`config.mk`:
```
export PLATFORM = sky130hd
export DESIGN_NAME = tcp_option_parser
export DESIGN_NICKNAME = d
export VERILOG_FILES = /design/src/rtl/tcpop_pkg.sv /design/src/rtl/tcpop_step.sv /design/src/rtl/tcp_option_parser.sv
export SDC_FILE = /design/constraint.sdc
export NUM_CORES = 1
export LEC_CHECK = 0
export BUFFER_PORTS_ARGS = -buffer_cell sky130_fd_sc_hd__buf_2
export CORE_MARGIN = 4
export CORE_UTILIZATION = 48
export CTS_BUF_LIST = sky130_fd_sc_hd__clkbuf_4 sky130_fd_sc_hd__clkbuf_8
export DETAILED_ROUTE_END_ITERATION = 8
export GPL_TIMING_DRIVEN = 0
export PLACE_DENSITY = 0.76
export SYNTH_ARGS = -nofsm -noshare
export SYNTH_HDL_FRONTEND = slang
export SYNTH_SLANG_ARGS = --single-unit
export TNS_END_PERCENT = 50
```
`constraint.sdc`:
```
create_clock -name clk -period 5.8 [get_ports clk]
set_input_delay 1.16 -clock clk [delete_from_list [all_inputs] [get_ports clk]]
set_output_delay 1.16 -clock clk [all_outputs]
set_load 0.05 [all_outputs]
```
`src/rtl/tcpop_pkg.sv`:
```
`timescale 1ns / 1ps
`default_nettype none

package tcpop_pkg;

    // option area limits
    localparam int unsigned OPT_AREA_MAX = 40;
    localparam int unsigned AREA_CNT_W   = 6;

    // option kinds
    localparam logic [7:0] KIND_EOL      = 8'd0;
    localparam logic [7:0] KIND_NOP      = 8'd1;
    localparam logic [7:0] KIND_MSS      = 8'd2;
    localparam logic [7:0] KIND_WSCALE   = 8'd3;
    localparam logic [7:0] KIND_SACKPERM = 8'd4;
    localparam logic [7:0] KIND_SACK     = 8'd5;
    localparam logic [7:0] KIND_TS       = 8'd8;

    // option lengths
    localparam logic [7:0] LEN_MIN      = 8'd2;
    localparam logic [7:0] LEN_SACKPERM = 8'd2;
    localparam logic [7:0] LEN_WSCALE   = 8'd3;
    localparam logic [7:0] LEN_MSS      = 8'd4;
    localparam logic [7:0] LEN_TS       = 8'd10;
    localparam logic [7:0] LEN_SACK_MIN = 8'd10;

    // shift count ceiling
    localparam logic [7:0] WSCALE_MAX = 8'd14;

    // timestamp body bytes that form tsval
    localparam logic [5:0] TS_VAL_BYTES = 6'd4;

    // flag bit positions
    localparam int unsigned FL_SACKPERM = 0;
    localparam int unsigned FL_WSCALE   = 1;
    localparam int unsigned FL_MSS      = 2;
    localparam int unsigned FL_SACK     = 3;
    localparam int unsigned FL_TS       = 4;

    typedef enum logic [2:0] {
        PH_KIND = 3'b001,
        PH_SIZE = 3'b010,
        PH_BODY = 3'b100
    } phase_t;

    typedef struct packed {
        logic [7:0] opt_byte;
        logic       last_byte;
    } in_beat_t;

    typedef struct packed {
        logic        sack_permitted;
        logic        wscale_present;
        logic [3:0]  wscale_value;
        logic        mss_present;
        logic [15:0] mss_value;
        logic        sack_present;
        logic [31:0] sack_edge;
        logic        ts_present;
        logic [31:0] ts_value;
        logic        stopped_early;
    } out_beat_t;

    typedef struct packed {
        phase_t                  phase;
        logic [7:0]              kind;
        logic [7:0]              size;
        logic [5:0]              body_idx;
        logic [AREA_CNT_W-1:0]   bytes_left;
        logic [31:0]             word;
        logic [4:0]              flags;
        logic [3:0]              scale;
        logic [15:0]             mss;
        logic [31:0]             right_edge;
        logic [31:0]             tsval;
        logic                    halted;
        logic [31:0]             pend_edge;
        logic                    pend_adv;
    } parse_state_t;

    // state at reset and at the start of every header
    function automatic parse_state_t idle_state();
        parse_state_t s;
        s            = '0;
        s.phase      = PH_KIND;
        s.bytes_left = AREA_CNT_W'(OPT_AREA_MAX);
        return s;
    endfunction

endpackage

`default_nettype wire

```
`src/rtl/tcpop_step.sv`:
```
`timescale 1ns / 1ps
`default_nettype none

module tcpop_step (
    input  wire tcpop_pkg::parse_state_t cur,
    input  wire tcpop_pkg::in_beat_t     beat,
    output tcpop_pkg::parse_state_t      nxt,
    output tcpop_pkg::out_beat_t         summary
);

    logic       commit;
    logic [7:0] b;
    logic [7:0] idx_inc;
    logic [7:0] body_end;
    logic [31:0] serial_diff;

    assign b        = beat.opt_byte;
    assign idx_inc  = {2'b00, cur.body_idx} + 8'd1;
    assign body_end = cur.size - tcpop_pkg::LEN_MIN;

    // walk one option byte, then apply a finished option
    always_comb
    begin
        nxt         = cur;
        commit      = 1'b0;
        serial_diff = '0;
        if (!cur.halted)
        begin
            if (cur.bytes_left == '0)
            begin
                nxt.halted = 1'b1;
            end
            else
            begin
                nxt.bytes_left = cur.bytes_left - 1'b1;
                case (cur.phase)
                    tcpop_pkg::PH_KIND:
                    begin
                        if (b == tcpop_pkg::KIND_EOL)
                        begin
                            nxt.halted = 1'b1;
                        end
                        else if (b != tcpop_pkg::KIND_NOP)
                        begin
                            nxt.kind  = b;
                            nxt.phase = tcpop_pkg::PH_SIZE;
                        end
                    end
                    tcpop_pkg::PH_SIZE:
                    begin
                        nxt.size = b;
                        if (b < tcpop_pkg::LEN_MIN)
                        begin
                            nxt.halted = 1'b1;
                            nxt.phase  = tcpop_pkg::PH_KIND;
                        end
                        else
                        begin
                            nxt.body_idx  = '0;
                            nxt.word      = '0;
                            nxt.pend_edge = cur.right_edge;
                            nxt.pend_adv  = 1'b0;
                            if (b == tcpop_pkg::LEN_MIN)
                                commit = 1'b1;
                            else
                                nxt.phase = tcpop_pkg::PH_BODY;
                        end
                    end
                    tcpop_pkg::PH_BODY:
                    begin
                        // timestamp keeps only the first four body bytes
                        if (cur.kind != tcpop_pkg::KIND_TS
                            || cur.body_idx < tcpop_pkg::TS_VAL_BYTES)
                            nxt.word = {cur.word[23:0], b};
                        // sack block right edge, serial-number compare
                        serial_diff = cur.pend_edge - nxt.word;
                        if (cur.kind == tcpop_pkg::KIND_SACK && cur.body_idx[2:0] == 3'b111
                            && serial_diff[31])
                        begin
                            nxt.pend_edge = nxt.word;
                            nxt.pend_adv  = 1'b1;
                        end
                        nxt.body_idx = cur.body_idx + 6'd1;
                        if (idx_inc == body_end)
                            commit = 1'b1;
                    end
                    default:
                    begin
                        nxt.phase = tcpop_pkg::PH_KIND;
                    end
                endcase
            end
        end

        // record a complete option
        if (commit)
        begin
            nxt.phase = tcpop_pkg::PH_KIND;
            if (nxt.kind == tcpop_pkg::KIND_SACKPERM && nxt.size == tcpop_pkg::LEN_SACKPERM)
            begin
                nxt.flags[tcpop_pkg::FL_SACKPERM] = 1'b1;
            end
            else if (nxt.kind == tcpop_pkg::KIND_WSCALE && nxt.size == tcpop_pkg::LEN_WSCALE)
            begin
                nxt.scale = (nxt.word[7:0] > tcpop_pkg::WSCALE_MAX)
                          ? tcpop_pkg::WSCALE_MAX[3:0] : nxt.word[3:0];
                nxt.flags[tcpop_pkg::FL_WSCALE] = 1'b1;
            end
            else if (nxt.kind == tcpop_pkg::KIND_MSS && nxt.size == tcpop_pkg::LEN_MSS)
            begin
                nxt.mss = nxt.word[15:0];
                nxt.flags[tcpop_pkg::FL_MSS] = 1'b1;
            end
            else if (nxt.kind == tcpop_pkg::KIND_SACK && nxt.size >= tcpop_pkg::LEN_SACK_MIN
                     && nxt.size[2:0] == 3'b010)
            begin
                if (nxt.pend_adv)
                begin
                    nxt.right_edge = nxt.pend_edge;
                    nxt.flags[tcpop_pkg::FL_SACK] = 1'b1;
                end
            end
            else if (nxt.kind == tcpop_pkg::KIND_TS && nxt.size == tcpop_pkg::LEN_TS)
            begin
                nxt.tsval = nxt.word;
                nxt.flags[tcpop_pkg::FL_TS] = 1'b1;
            end
        end
    end

    // summary as seen after this byte
    always_comb
    begin
        summary.sack_permitted = nxt.flags[tcpop_pkg::FL_SACKPERM];
        summary.wscale_present = nxt.flags[tcpop_pkg::FL_WSCALE];
        summary.wscale_value   = nxt.flags[tcpop_pkg::FL_WSCALE] ? nxt.scale : 4'd0;
        summary.mss_present    = nxt.flags[tcpop_pkg::FL_MSS];
        summary.mss_value      = nxt.flags[tcpop_pkg::FL_MSS] ? nxt.mss : 16'd0;
        summary.sack_present   = nxt.flags[tcpop_pkg::FL_SACK];
        summary.sack_edge      = nxt.flags[tcpop_pkg::FL_SACK] ? nxt.right_edge : 32'd0;
        summary.ts_present     = nxt.flags[tcpop_pkg::FL_TS];
        summary.ts_value       = nxt.flags[tcpop_pkg::FL_TS] ? nxt.tsval : 32'd0;
        summary.stopped_early  = nxt.halted || (nxt.phase != tcpop_pkg::PH_KIND);
    end

endmodule

`default_nettype wire

```
`src/rtl/tcp_option_parser.sv`:
```
// TCP option area parser.
// Input channel byte_*: one option byte per beat, last_byte set on the
// final byte of a header. Output channel sum_*: one summary beat per
// header, produced for the byte marked last (MSS, window scale, SACK
// permitted, furthest SACK right edge, timestamp value, early stop flag).
// Throughput: one byte per cycle while no pending summary is held by
// sum_stall. Each byte goes through an input register and one pass of
// decode logic that updates the parse state. The summary for the last
// byte is registered in the output register and waits there until taken.
// At most OPT_AREA_MAX bytes are parsed per header; later bytes until
// the last mark are dropped and flag an early stop.
// Reset: parse state returns to the start of a header, both registers
// are empty, byte_stall is low. The parse state also returns to that
// start after each last byte.
// Stall: while sum_stall holds a pending summary, the byte in the
// input register waits and byte_stall rises; a summary beat and its
// payload hold until taken.
`timescale 1ns / 1ps
`default_nettype none

module tcp_option_parser (
    input  wire                  clk,
    input  wire                  rst_n,
    input  wire                  byte_valid,
    output logic                 byte_stall,
    input  wire tcpop_pkg::in_beat_t byte_data,
    output logic                 sum_valid,
    input  wire                  sum_stall,
    output tcpop_pkg::out_beat_t sum_data
);

    logic                    in_valid_reg;
    logic                    in_valid_next;
    tcpop_pkg::in_beat_t     in_beat_reg;
    tcpop_pkg::parse_state_t state_reg;
    tcpop_pkg::parse_state_t state_next;
    tcpop_pkg::parse_state_t step_state;
    tcpop_pkg::out_beat_t    step_summary;
    logic                    out_valid_reg;
    logic                    out_valid_next;
    tcpop_pkg::out_beat_t    out_beat_reg;
    logic                    advance;
    logic                    accept;

    // handshake control
    assign advance    = in_valid_reg && (!out_valid_reg || !sum_stall);
    assign byte_stall = in_valid_reg && !advance;
    assign accept     = byte_valid && !byte_stall;

    assign in_valid_next  = accept ? 1'b1 : (advance ? 1'b0 : in_valid_reg);
    assign out_valid_next = (advance && in_beat_reg.last_byte)
                          ? 1'b1 : (out_valid_reg && sum_stall);

    // per-byte decode
    tcpop_step u_step (
        .cur     (state_reg),
        .beat    (in_beat_reg),
        .nxt     (step_state),
        .summary (step_summary)
    );

    // state update, back to the header start after the last byte
    always_comb
    begin
        state_next = state_reg;
        if (advance)
        begin
            if (in_beat_reg.last_byte)
                state_next = tcpop_pkg::idle_state();
            else
                state_next = step_state;
        end
    end

    // control registers
    always_ff @(posedge clk or negedge rst_n)
    begin
        if (!rst_n)
        begin
            in_valid_reg  <= 1'b0;
            out_valid_reg <= 1'b0;
            state_reg     <= tcpop_pkg::idle_state();
        end
        else
        begin
            in_valid_reg  <= in_valid_next;
            out_valid_reg <= out_valid_next;
            state_reg     <= state_next;
        end
    end

    // payload registers
    always_ff @(posedge clk)
    begin
        if (accept)
            in_beat_reg <= byte_data;
        if (advance && in_beat_reg.last_byte)
            out_beat_reg <= step_summary;
    end

    assign sum_valid = out_valid_reg;
    assign sum_data  = out_beat_reg;

endmodule

`default_nettype wire

```
==> reports/results.txt, run 1 <==
Total power -> 5.14 mW
Area Growth Syn to Fin -> 14.8%
Final hold violation count -> 0
Chip height -> 185 um
Total of max-cap violations -> 0
Peak VDD IR -> 0.174 mV
Hold buffers post-CTS -> 0
Antenna Cells -> 0
Largest area contributor in the netlist -> dfrtp_1
Max clock buf depth -> 3
Setup_tns -> 0 ns
Post-synth EDFFs -> 99
Synth Warn # -> 0
GRT Util Overall -> 24.9%
Max reg flops -> 186
RD Place Congestion -> 0.919
CTS tree -> yes
Worst stage delay on the critical path -> 0.60 ns
Fillers -> 2672
Initial Util -> 48.9%
Met3 wire length -> 3580 um
Root buffer cell -> clkbuf_8
I/O Buffers -> 104
Reg2Reg Depth -> 15
CP Buf/Inv Count -> 3
DR vias -> 12736
Crit path depth -> 15
Area occupied by multi-input gates -> 0.00677 sq mm
Fmax -> 181 MHz
Crit path launch -> state_reg[179]
CP Capture Type -> flip-flop
Yosys reg bits -> 287
Reg2reg end -> sum_data[37]
Die area -> 0.0342 sq mm
Top Metal Used -> met4
Final net count -> 1673
Crit path kind -> flip-flop to flip-flop
Largest cells by area after synthesis -> dfrtp_1 (31%), edfxtp_1 (20%), o21ai_0 (5.0%)
Top-area cell type share of the netlist area -> 30.8%
CP max FO -> 10
CP max stage cell -> or4_1
Rows -> 64
Critical Path End -> sum_data[37]
WL met1 -> 19300 um
# Post-CTS Setup Buffers -> 0
Commonest non-fill, non-tap cell in the layout -> dfrtp_1
Routed Wire Length -> 43000 um
Initial antenna violation count -> 0
Critical Path Start Type -> flip-flop
Met2 WL -> 18900 um
Drt drc -> 0
Critical path's most frequent cell -> buf_2
Ports -> 105
Syn_area_per_cell -> 10.2 sq um
Mapped Cells -> 1469
Crit Reg-Reg Startpoint -> state_reg[179]
Post-Syn Nets -> 1517
DR WL/cell -> 20.9 um
Max-slew violations -> 0
Hold Path Class -> flip-flop to flip-flop
Final instance area -> 0.0172 sq mm
Tmin final -> 5.53 ns
Flop2flop setup slack -> 0.27 ns
Placed cell area -> 0.0161 sq mm
CTS Buf Count -> 48
Vias in the first global route -> 12192
Pleak -> 7.66 nW
Worst Path Arrival -> 5.81 ns
Initial DRC Count -> 1330
Vias/cell -> 6.18
First-pass GRT wire length -> 68200 um
RSZ-0062 raised after global routing -> false
# resized after CTS -> 2
Tightest Pin Transition -> 0.998 ns
Final Setup Violations -> 0
First-pass DRT Iterations -> 7
Register area share after synthesis -> 51.1%
DRT antenna net count -> 0
Worst Path Required -> 6.08 ns
Register area -> 0.00768 sq mm
Slew margin rel. -> 32.9%
Post-synthesis cell area -> 0.0150 sq mm
Die extent in x -> 185 um
Post-synth cell types -> 80
Dpl hpwl -> 31100 um
Most frequent cells in the layout -> dfrtp_1 (185), o21ai_0 (150), nand2_1 (142), buf_2 (117), nand3_1 (103)
Clk Latency, worst-skew pair -> 0.57 ns
Worst-path clk slew -> 0.07 ns
# clock sinks -> 287
Family with the most delay on the worst path -> compound AO/OA/AOI/OAI gates
Worst clock skew -> 0.0306 ns
Status -> finished clean
Primary FF master, synth -> dfrtp_1
Fraction of layout cells with a size suffix above 1 -> 17.2%
Power per cell area -> 298 mW/mm^2
Worst path cell trace -> or4_1, nor4_1, buf_2, buf_2, mux2i_1, ha_1, a211oi_1, o21ai_0, o221ai_1, o2111ai_1, nor4_4, buf_2, nor4b_1, a221oi_1, o21ai_1
GR Overflow Total -> 0
Largest net degree at the start of global routing -> 98
Core area -> 0.0307 sq mm
Period utilization -> 95.4%
Synth async-reset ratio -> 65.5%
H-tree Lvls -> 2
Yosys cell counts (14+ instances only):
cell,n
dfrtp_1,185
o21ai_0,150
nand2_1,142
nand3_1,103
edfxtp_1,99
clkbuf_1,82
mux2i_1,63
nor2_1,60
inv_1,45
a21o_1,37
nor4b_1,37
nor2b_1,36
ha_1,35
o211ai_1,35
a22oi_1,32
o21ai_2,31
a221oi_1,24
a31oi_1,21
and2_1,19
a21oi_1,18
nor3_1,16
a22o_1,15
o21ai_1,14
worst min-delay path, cell delays in order, from the launching register on:
cell and delay, ns:
dfrtp_1 0.36, nand2_1 0.05, nand2_1 0.05
per-layer routing:
layer  vias up  GRT usage [%]
met5         -              0
met4         0           6.87
met3        98           4.56
met2       578           37.4
met1      6244           37.3
li1       5816              -
report_power, final:
| part | total (mW) | switching (mW) | internal (mW) |
|---|---|---|---|
| clock | 2.01 | 0.832 | 1.18 |
| combinational | 0.849 | 0.606 | 0.243 |
| sequential | 2.28 | 0.0743 | 2.20 |
| total | 5.14 | 1.51 | 3.63 |
worst min path at each step:
stage | depth (start not counted) | from | to
6_report | 2 | state_reg[36] | state_reg[36]
3_3_place_gp | 2 | state_reg[34] | state_reg[34]
4_1_cts | 2 | state_reg[36] | state_reg[36]
2_1_floorplan | 2 | state_reg[34] | state_reg[34]
5_1_grt | 1 | state_reg[0] | state_reg[0]
3_5_place_dp | 1 | state_reg[0] | state_reg[0]
cells by family after synthesis:
kind of cell               Yosys count  share of synthesized area [%]
and+or+nand+nor                    473                           16.3
AOI/OAI and AO/OA                  434                           20.0
DFF                                287                           51.1
buffers and inverters              157                           4.21
muxes                               68                           4.57
adders and majority gates           35                           2.91
xor gates and xnor gates            15                          0.874
through the flow:
step | worst slack [ns] | utilization (%) | instances | hold WS, ns
after floorplan | 1.16 | - | 1469 | 0.453
after global placement | 0.118 | 52.2 | 1969 | 0.466
after detailed placement | 0.0566 | 52.4 | 1971 | 0.474
after CTS | 0.131 | 55.9 | 2060 | 0.491
after global routing | 0.0164 | 56.1 | 2060 | 0.498
final | 0.266 | 56.1 | 2060 | 0.488
area by class of cell:
cell class | instances | area share, %
multi-input combinational | 1025 | 39.3
tap | 396 | 2.87
clock inverter | 19 | 1.27
buffer | 111 | 2.70
inverter | 46 | 1.02
timing repair buffer | 106 | 3.35
clock buffer | 70 | 5.01
sequential | 287 | 44.5
(Power assumes the default switching activity.)
==> inputs of run 2 (changes only) <==
--- a/config.mk
+++ b/config.mk
@@ -9,9 +9,11 @@
 export CORE_MARGIN = 4
 export CORE_UTILIZATION = 48
 export CTS_BUF_LIST = sky130_fd_sc_hd__clkbuf_4 sky130_fd_sc_hd__clkbuf_8
+export CTS_CLUSTER_DIAMETER = 30
 export DETAILED_ROUTE_END_ITERATION = 8
 export GPL_TIMING_DRIVEN = 0
 export PLACE_DENSITY = 0.76
+export REMOVE_ABC_BUFFERS = 1
 export SYNTH_ARGS = -nofsm -noshare
 export SYNTH_HDL_FRONTEND = slang
 export SYNTH_SLANG_ARGS = --single-unit
==> run 2 against run 1 <==
Against the previous run:
- the flow now finishes with violations (capacitance limit, slew limit)
- non-clock buffer count decreased by 81
- critical path depth increased by 1
- clock-buffer cell count increased by 4
- register-to-register slack about the same
- setup slack got worse by 0.0030 ns
- wire length decreased by 0.54%
- first-iteration DRC count decreased by 2.9%
- clock skew increased by 0.016 ns
- cell area increased by 2.9%
- core utilization increased by 1.6 points
- via count decreased by 1.5%
==> reports/results.txt, run 2 (synthesized netlist as in run 1, its figures left out) <==
Fraction of layout cells with a size suffix above 1 -> 20.5% (+3.3 points)
Initial DRC Count -> 1291 (-2.9%)
DR WL/cell -> 21.3 um (+2.1%)
I/O Buffers -> 104 (unchanged)
Hold Startpoint -> state_reg[61]
Critical Path Start Type -> flip-flop
Tightest Pin Transition -> 1.53 ns (+0.528 ns)
Slew margin rel. -> -1.73% (-35 points)
Reg2Reg Depth -> 16 (+1)
Ports -> 105 (unchanged)
Initial Util -> 48.9% (unchanged)
Chip height -> 185 um (unchanged)
Drt drc -> 0 (unchanged)
Failing checks -> capacitance limit, slew limit
Final hold violation count -> 0 (unchanged)
Setup_tns -> 0 ns (unchanged)
Crit path launch -> state_reg[180]
CTS Buf Count -> 61 (+27%)
Clock group share of total power -> 45.6% (+6.4 points)
DR vias -> 12542 (-1.5%)
DRT antenna net count -> 0 (unchanged)
Routed Wire Length -> 42800 um (-0.54%)
Max reg flops -> 186 (unchanged)
Comb power frac -> 14.7% (-1.8 points)
Rows -> 64 (unchanged)
Tmin final -> 5.54 ns (+0.00296 ns)
Dpl cells -> 1882 (-4.5%)
Die area -> 0.0342 sq mm (unchanged)
Internal -> 4.07 mW (+12%)
Worst Hold Path Cells -> 2 (unchanged)
CP Capture Type -> flip-flop
Hold Path Class -> flip-flop to flip-flop
First-pass DRT Iterations -> 6 (-1)
Crit Reg-Reg Startpoint -> state_reg[180]
Crit path kind -> flip-flop to flip-flop
Pleak -> 7.86 nW (+2.5%)
Max-slew violations -> 64 (+64)
Net Sw Power -> 1.72 mW (+13%)
Worst clock skew -> 0.0466 ns (+0.0160 ns)
First-pass GRT wire length -> 67300 um (-1.2%)
Peak VDD IR -> 0.199 mV (+14%)
Antenna Cells -> 0 (unchanged)
Vias/cell -> 6.25 (+1.1%)
Vias in the first global route -> 12376 (+1.5%)
Initial antenna violation count -> 0 (unchanged)
Sequential share of power -> 39.8% (-4.5 points)
Final net count -> 1606 (-4.0%)
Flop2flop setup slack -> 0.26 ns (about the same)
Worst Path Arrival -> 6.06 ns (+0.25 ns)
Clk Latency, worst-skew pair -> 0.63 ns (+0.06 ns)
Worst stage delay on the critical path -> 0.63 ns (+0.03 ns)
CTS tree -> yes
Final Setup Violations -> 0 (unchanged)
RSZ-0062 raised after global routing -> false
Dpl hpwl -> 26900 um (-14%)
RD Place Congestion -> 0.909 (-1.1%)
Worst path cell trace -> or4_1, nor4_4, buf_4, buf_4, buf_6, mux2i_1, ha_1, a21oi_1, o21ai_0, a221oi_1, o2111ai_1, nor4_4, nor3_4, buf_6, or3_4, o21ai_1
GR Overflow Total -> 0 (unchanged)
CP max FO -> 16 (+6)
Power per cell area -> 326 mW/mm^2 (+9.3%)
Period utilization -> 95.5% (about the same)
GRT Util Overall -> 24.3% (-0.58 points)
Finished Layout Cells -> 2007 (-2.6%)
Worst Path Required -> 6.33 ns (+0.25 ns)
Status -> finished, violations left
Total of max-cap violations -> 2 (+2)
Most frequent cells in the layout -> dfrtp_1 (184), o21ai_0 (149), nand2_1 (139), buf_2 (103), nand3_1 (100)
Die extent in x -> 185 um (unchanged)
Max clock buf depth -> 3 (unchanged)
Fillers -> 2591 (-3.0%)
H-tree Lvls -> 2 (unchanged)
Hold buffers post-CTS -> 0 (unchanged)
Switching part of the total -> 29.7% (+0.25 points)
Commonest non-fill, non-tap cell in the layout -> dfrtp_1
Area Growth Syn to Fin -> 18.2%
CP max stage cell -> or4_1
Worst-path clk slew -> 0.06 ns (about the same)
Core area -> 0.0307 sq mm (unchanged)
Fmax -> 181 MHz (about the same)
Largest net degree at the start of global routing -> 99 (+1.0%)
# clock sinks -> 287 (unchanged)
Root buffer cell -> clkbuf_8
-- run 2: per-stage QoR --
| step | hold WS (ns) | power, mW | util [%] | cell area, sq um | worst slack [ns] |
|---|---|---|---|---|---|
| 6_report | 0.487 | 5.78 | 57.7 | 17800 | 0.263 |
| 3_3_place_gp | 0.463 | 3.11 | 50.7 | 15600 | -11.95 |
| 5_1_grt | 0.497 | 6.00 | 57.7 | 17800 | 0.00121 |
| 3_5_place_dp | 0.471 | 3.16 | 52.4 | 16100 | -0.382 |
| 2_1_floorplan | 0.453 | 2.87 | - | 14600 | -5.75 |
| 4_1_cts | 0.484 | 5.80 | 57.5 | 17700 | -0.0240 |
-- run 2: worst max-delay path: cells and delay by family, from the launching register on --
family                   cells  cell delay (ns)
multiplexers                 1             0.26
flip-flops                   1             0.39
AND/OR/NAND/NOR              5             2.31
adder cells (fa/ha/maj)      1             0.29
AO/OA/AOI/OAI                5             1.33
buffers and inverters        4             0.85
-- run 2: worst paths after layout --
check | to
worst max register to register | state_reg[97]
max in group asynchronous | state_reg[108]
worst min-delay path | state_reg[61]
worst min register to register | state_reg[61]
min in group asynchronous | state_reg[174]
worst max-delay path | state_reg[97]
-- run 2: metal layers --
layer  track usage (%)  routed length, um
met1              33.6              18000
met2              38.2              19800
met5                 0                  0
met4              9.60               1240
met3              4.69               3650
-- run 2: final cells by class --
type                    instances  area (sq um)  area share (%)
clock inverters                42           556            3.13
multi-input cells            1026          6880            38.7
inverters                      46           175           0.987
flip-flops and latches        287          7680            43.3
repair buffers                136          1010            5.69
clock buffers                  74           956            5.38
well taps                     396           495            2.79
-- run 2: power groups by stage --
| stage | Clock [mW] | Combinational, mW | Sequential [mW] |
|---|---|---|---|
| CTS | 2.67 | 0.840 | 2.30 |
| detailed placement | 0 | 0.833 | 2.33 |
| global placement | 0 | 0.776 | 2.34 |
| floorplan | 0 | 0.435 | 2.44 |
| finish | 2.64 | 0.848 | 2.30 |
| global route | 2.77 | 0.912 | 2.31 |
-- run 2: timing repair --
action / 4_1_cts / 5_1_grt
gates resized for setup: 3 / 5
setup endpoints to repair: 85 / 69
pin swaps: 2 / 3
cloned: 0 / 1
buffers inserted: 4 / 4
==> inputs of run 3 (changes only) <==
==> constraint.sdc (replaced) <==
create_clock -name clk -period 5.55 [get_ports clk]
set_input_delay 1.11 -clock clk [delete_from_list [all_inputs] [get_ports clk]]
set_output_delay 1.11 -clock clk [all_outputs]
set_load 0.05 [all_outputs]
==> run 3 against run 2 <==
Against the previous run:
- the run still ends with capacitance limit, slew limit left
- first-iteration DRC count shrank 4.0%
- hold slack lost 0.0020 ns
- highest routed layer unchanged
- cell count is essentially flat
- cell area grew 0.30%
==> reports/results.txt, run 3 (synthesized netlist as in run 1, its figures left out) <==
DR WL/cell -> 21.5 um (+0.76%)
Area occupied by multi-input gates -> 0.00689 sq mm (+0.20%)
Dpl hpwl -> 26900 um (unchanged)
Total of max-cap violations -> 1 (-1)
Fraction of layout cells with a size suffix above 1 -> 20.8% (+0.36 points)
Max reg flops -> 186 (unchanged)
Initial Util -> 48.9% (unchanged)
Slew margin rel. -> -1.12% (+0.61 points)
RD Place Congestion -> 0.909 (unchanged)
Final worst setup slack -> 0.129 ns (-0.135 ns)
Worst-path clk slew -> 0.06 ns (about the same)
Hold Path Class -> flip-flop to flip-flop
Most frequent cells in the layout -> dfrtp_1 (184), o21ai_0 (149), nand2_1 (139), buf_2 (103), nand3_1 (100)
Die area -> 0.0342 sq mm (unchanged)
GR Overflow Total -> 0 (unchanged)
Final hold violation count -> 0 (unchanged)
Total power -> 6.05 mW (+4.5%)
Root buffer cell -> clkbuf_8
Power per cell area -> 340 mW/mm^2 (+4.2%)
Fillers -> 2583 (-0.31%)
Flop2flop setup slack -> 0.13 ns (-0.13 ns)
Dpl cells -> 1882 (unchanged)
First-pass GRT wire length -> 68000 um (+1.0%)
Critical Path Start Type -> flip-flop
Max-slew violations -> 35 (-45%)
Finished Layout Cells -> 2008 (+0.050%)
Worst clock skew -> 0.0484 ns (+0.00182 ns)
Final hold slack -> 0.485 ns (-0.00202 ns)
Antenna Cells -> 0 (unchanged)
Fmax -> 184 MHz (+2.1%)
Largest net degree at the start of global routing -> 99 (unchanged)
Final Setup Violations -> 0 (unchanged)
Period utilization -> 97.7% (+2.2 points)
Max clock buf depth -> 3 (unchanged)
Tightest Pin Transition -> 1.52 ns (-0.00910 ns)
# clock sinks -> 287 (unchanged)
Area Growth Syn to Fin -> 18.5%
Placement Setup Slack -> -0.632 ns (-0.250 ns)
Core area -> 0.0307 sq mm (unchanged)
Drt drc -> 0 (unchanged)
Status -> finished, violations left
Initial antenna violation count -> 0 (unchanged)
Die extent in x -> 185 um (unchanged)
CP Capture Type -> flip-flop
Crit path kind -> flip-flop to flip-flop
Initial DRC Count -> 1239 (-4.0%)
Chip height -> 185 um (unchanged)
Vias in the first global route -> 12413 (+0.30%)
I/O Buffers -> 104 (unchanged)
Final net count -> 1607 (+0.062%)
CP max FO -> 32 (+16)
Peak VDD IR -> 0.207 mV (+4.1%)
First-pass DRT Iterations -> 8 (+2)
Register area -> 0.00768 sq mm (unchanged)
Rows -> 64 (unchanged)
Commonest non-fill, non-tap cell in the layout -> dfrtp_1
DRT antenna net count -> 0 (unchanged)
CTS tree -> yes
Tmin final -> 5.42 ns (-0.115 ns)
Clk Latency, worst-skew pair -> 0.63 ns (about the same)
DR vias -> 12647 (+0.84%)
Vias/cell -> 6.30 (+0.79%)
Worst Path Arrival -> 5.88 ns (-0.18 ns)
Worst Path Required -> 6.01 ns (-0.32 ns)
Ports -> 105 (unchanged)
Hold buffers post-CTS -> 0 (unchanged)
CTS Buf Count -> 61 (unchanged)
RSZ-0062 raised after global routing -> true
Routed Wire Length -> 43100 um (+0.81%)
Failing checks -> capacitance limit, slew limit
GRT Util Overall -> 24.6% (+0.28 points)
Setup_tns -> 0 ns (unchanged)
H-tree Lvls -> 2 (unchanged)
Pleak -> 7.88 nW (+0.30%)
[run 3: what timing repair did]
item / 4_1_cts / 5_1_grt
pin swaps: 4 / 2
buffers inserted: 9 / 1
setup endpoints to repair: 96 / 46
resized for setup: 5 / 7
[run 3: stage by stage]
step / util (%) / cell area [sq um]
global route: 57.9 / 17800
finish: 57.9 / 17800
detailed placement: 52.4 / 16100
floorplan: - / 14600
CTS: 57.8 / 17800
global placement: 50.7 / 15600
[run 3: per-layer routing]
layer  track usage, %  vias up  wire length [um]
met5                0        -                 0
met4             10.0        0              1510
met3             4.67      123              3510
met2             38.4      640             19900
met1             34.0     6210             18200
li1                 -     5674                 -
[run 3: path summary, 6_finish.rpt]
check / depth (start not counted) / endpoint / from
min in group asynchronous: 1 / state_reg[174] / rst_n
max: 16 / state_reg[97] / state_reg[180]
min: 2 / state_reg[49] / state_reg[49]
max reg2reg: 16 / state_reg[97] / state_reg[180]
min reg2reg: 2 / state_reg[49] / state_reg[49]
max in group asynchronous: 2 / state_reg[77] / rst_n
[run 3: final cells by class]
class | instances | area share, %
Tap cell | 396 | 2.78
Clock inverter | 42 | 3.12
Sequential cell | 287 | 43.1
Clock buffer | 74 | 5.37
Timing Repair Buffer | 138 | 5.90
Inverter | 46 | 0.984
Multi-Input combinational cell | 1025 | 38.7
[run 3: where the power goes]
group / leakage [nW] / switching, mW / internal (mW)
sequential: 3.53 / 0.101 / 2.30
combinational: 3.60 / 0.637 / 0.253
clock: 0.754 / 1.06 / 1.69
total: 7.88 / 1.80 / 4.25
[run 3: worst max-delay path, cell delays in order (launching register included)]
cell	delay, ns
dfrtp_1	0.39
or4_1	0.62
nor4_4	0.27
buf_4	0.25
buf_4	0.20
buf_6	0.16
mux2i_1	0.26
ha_1	0.29
a21oi_1	0.19
o21ai_0	0.14
a221oi_2	0.38
o2111a_1	0.38
a211oi_2	0.18
nor3_4	0.48
buf_6	0.25
or3_4	0.60
o21ai_1	0.16
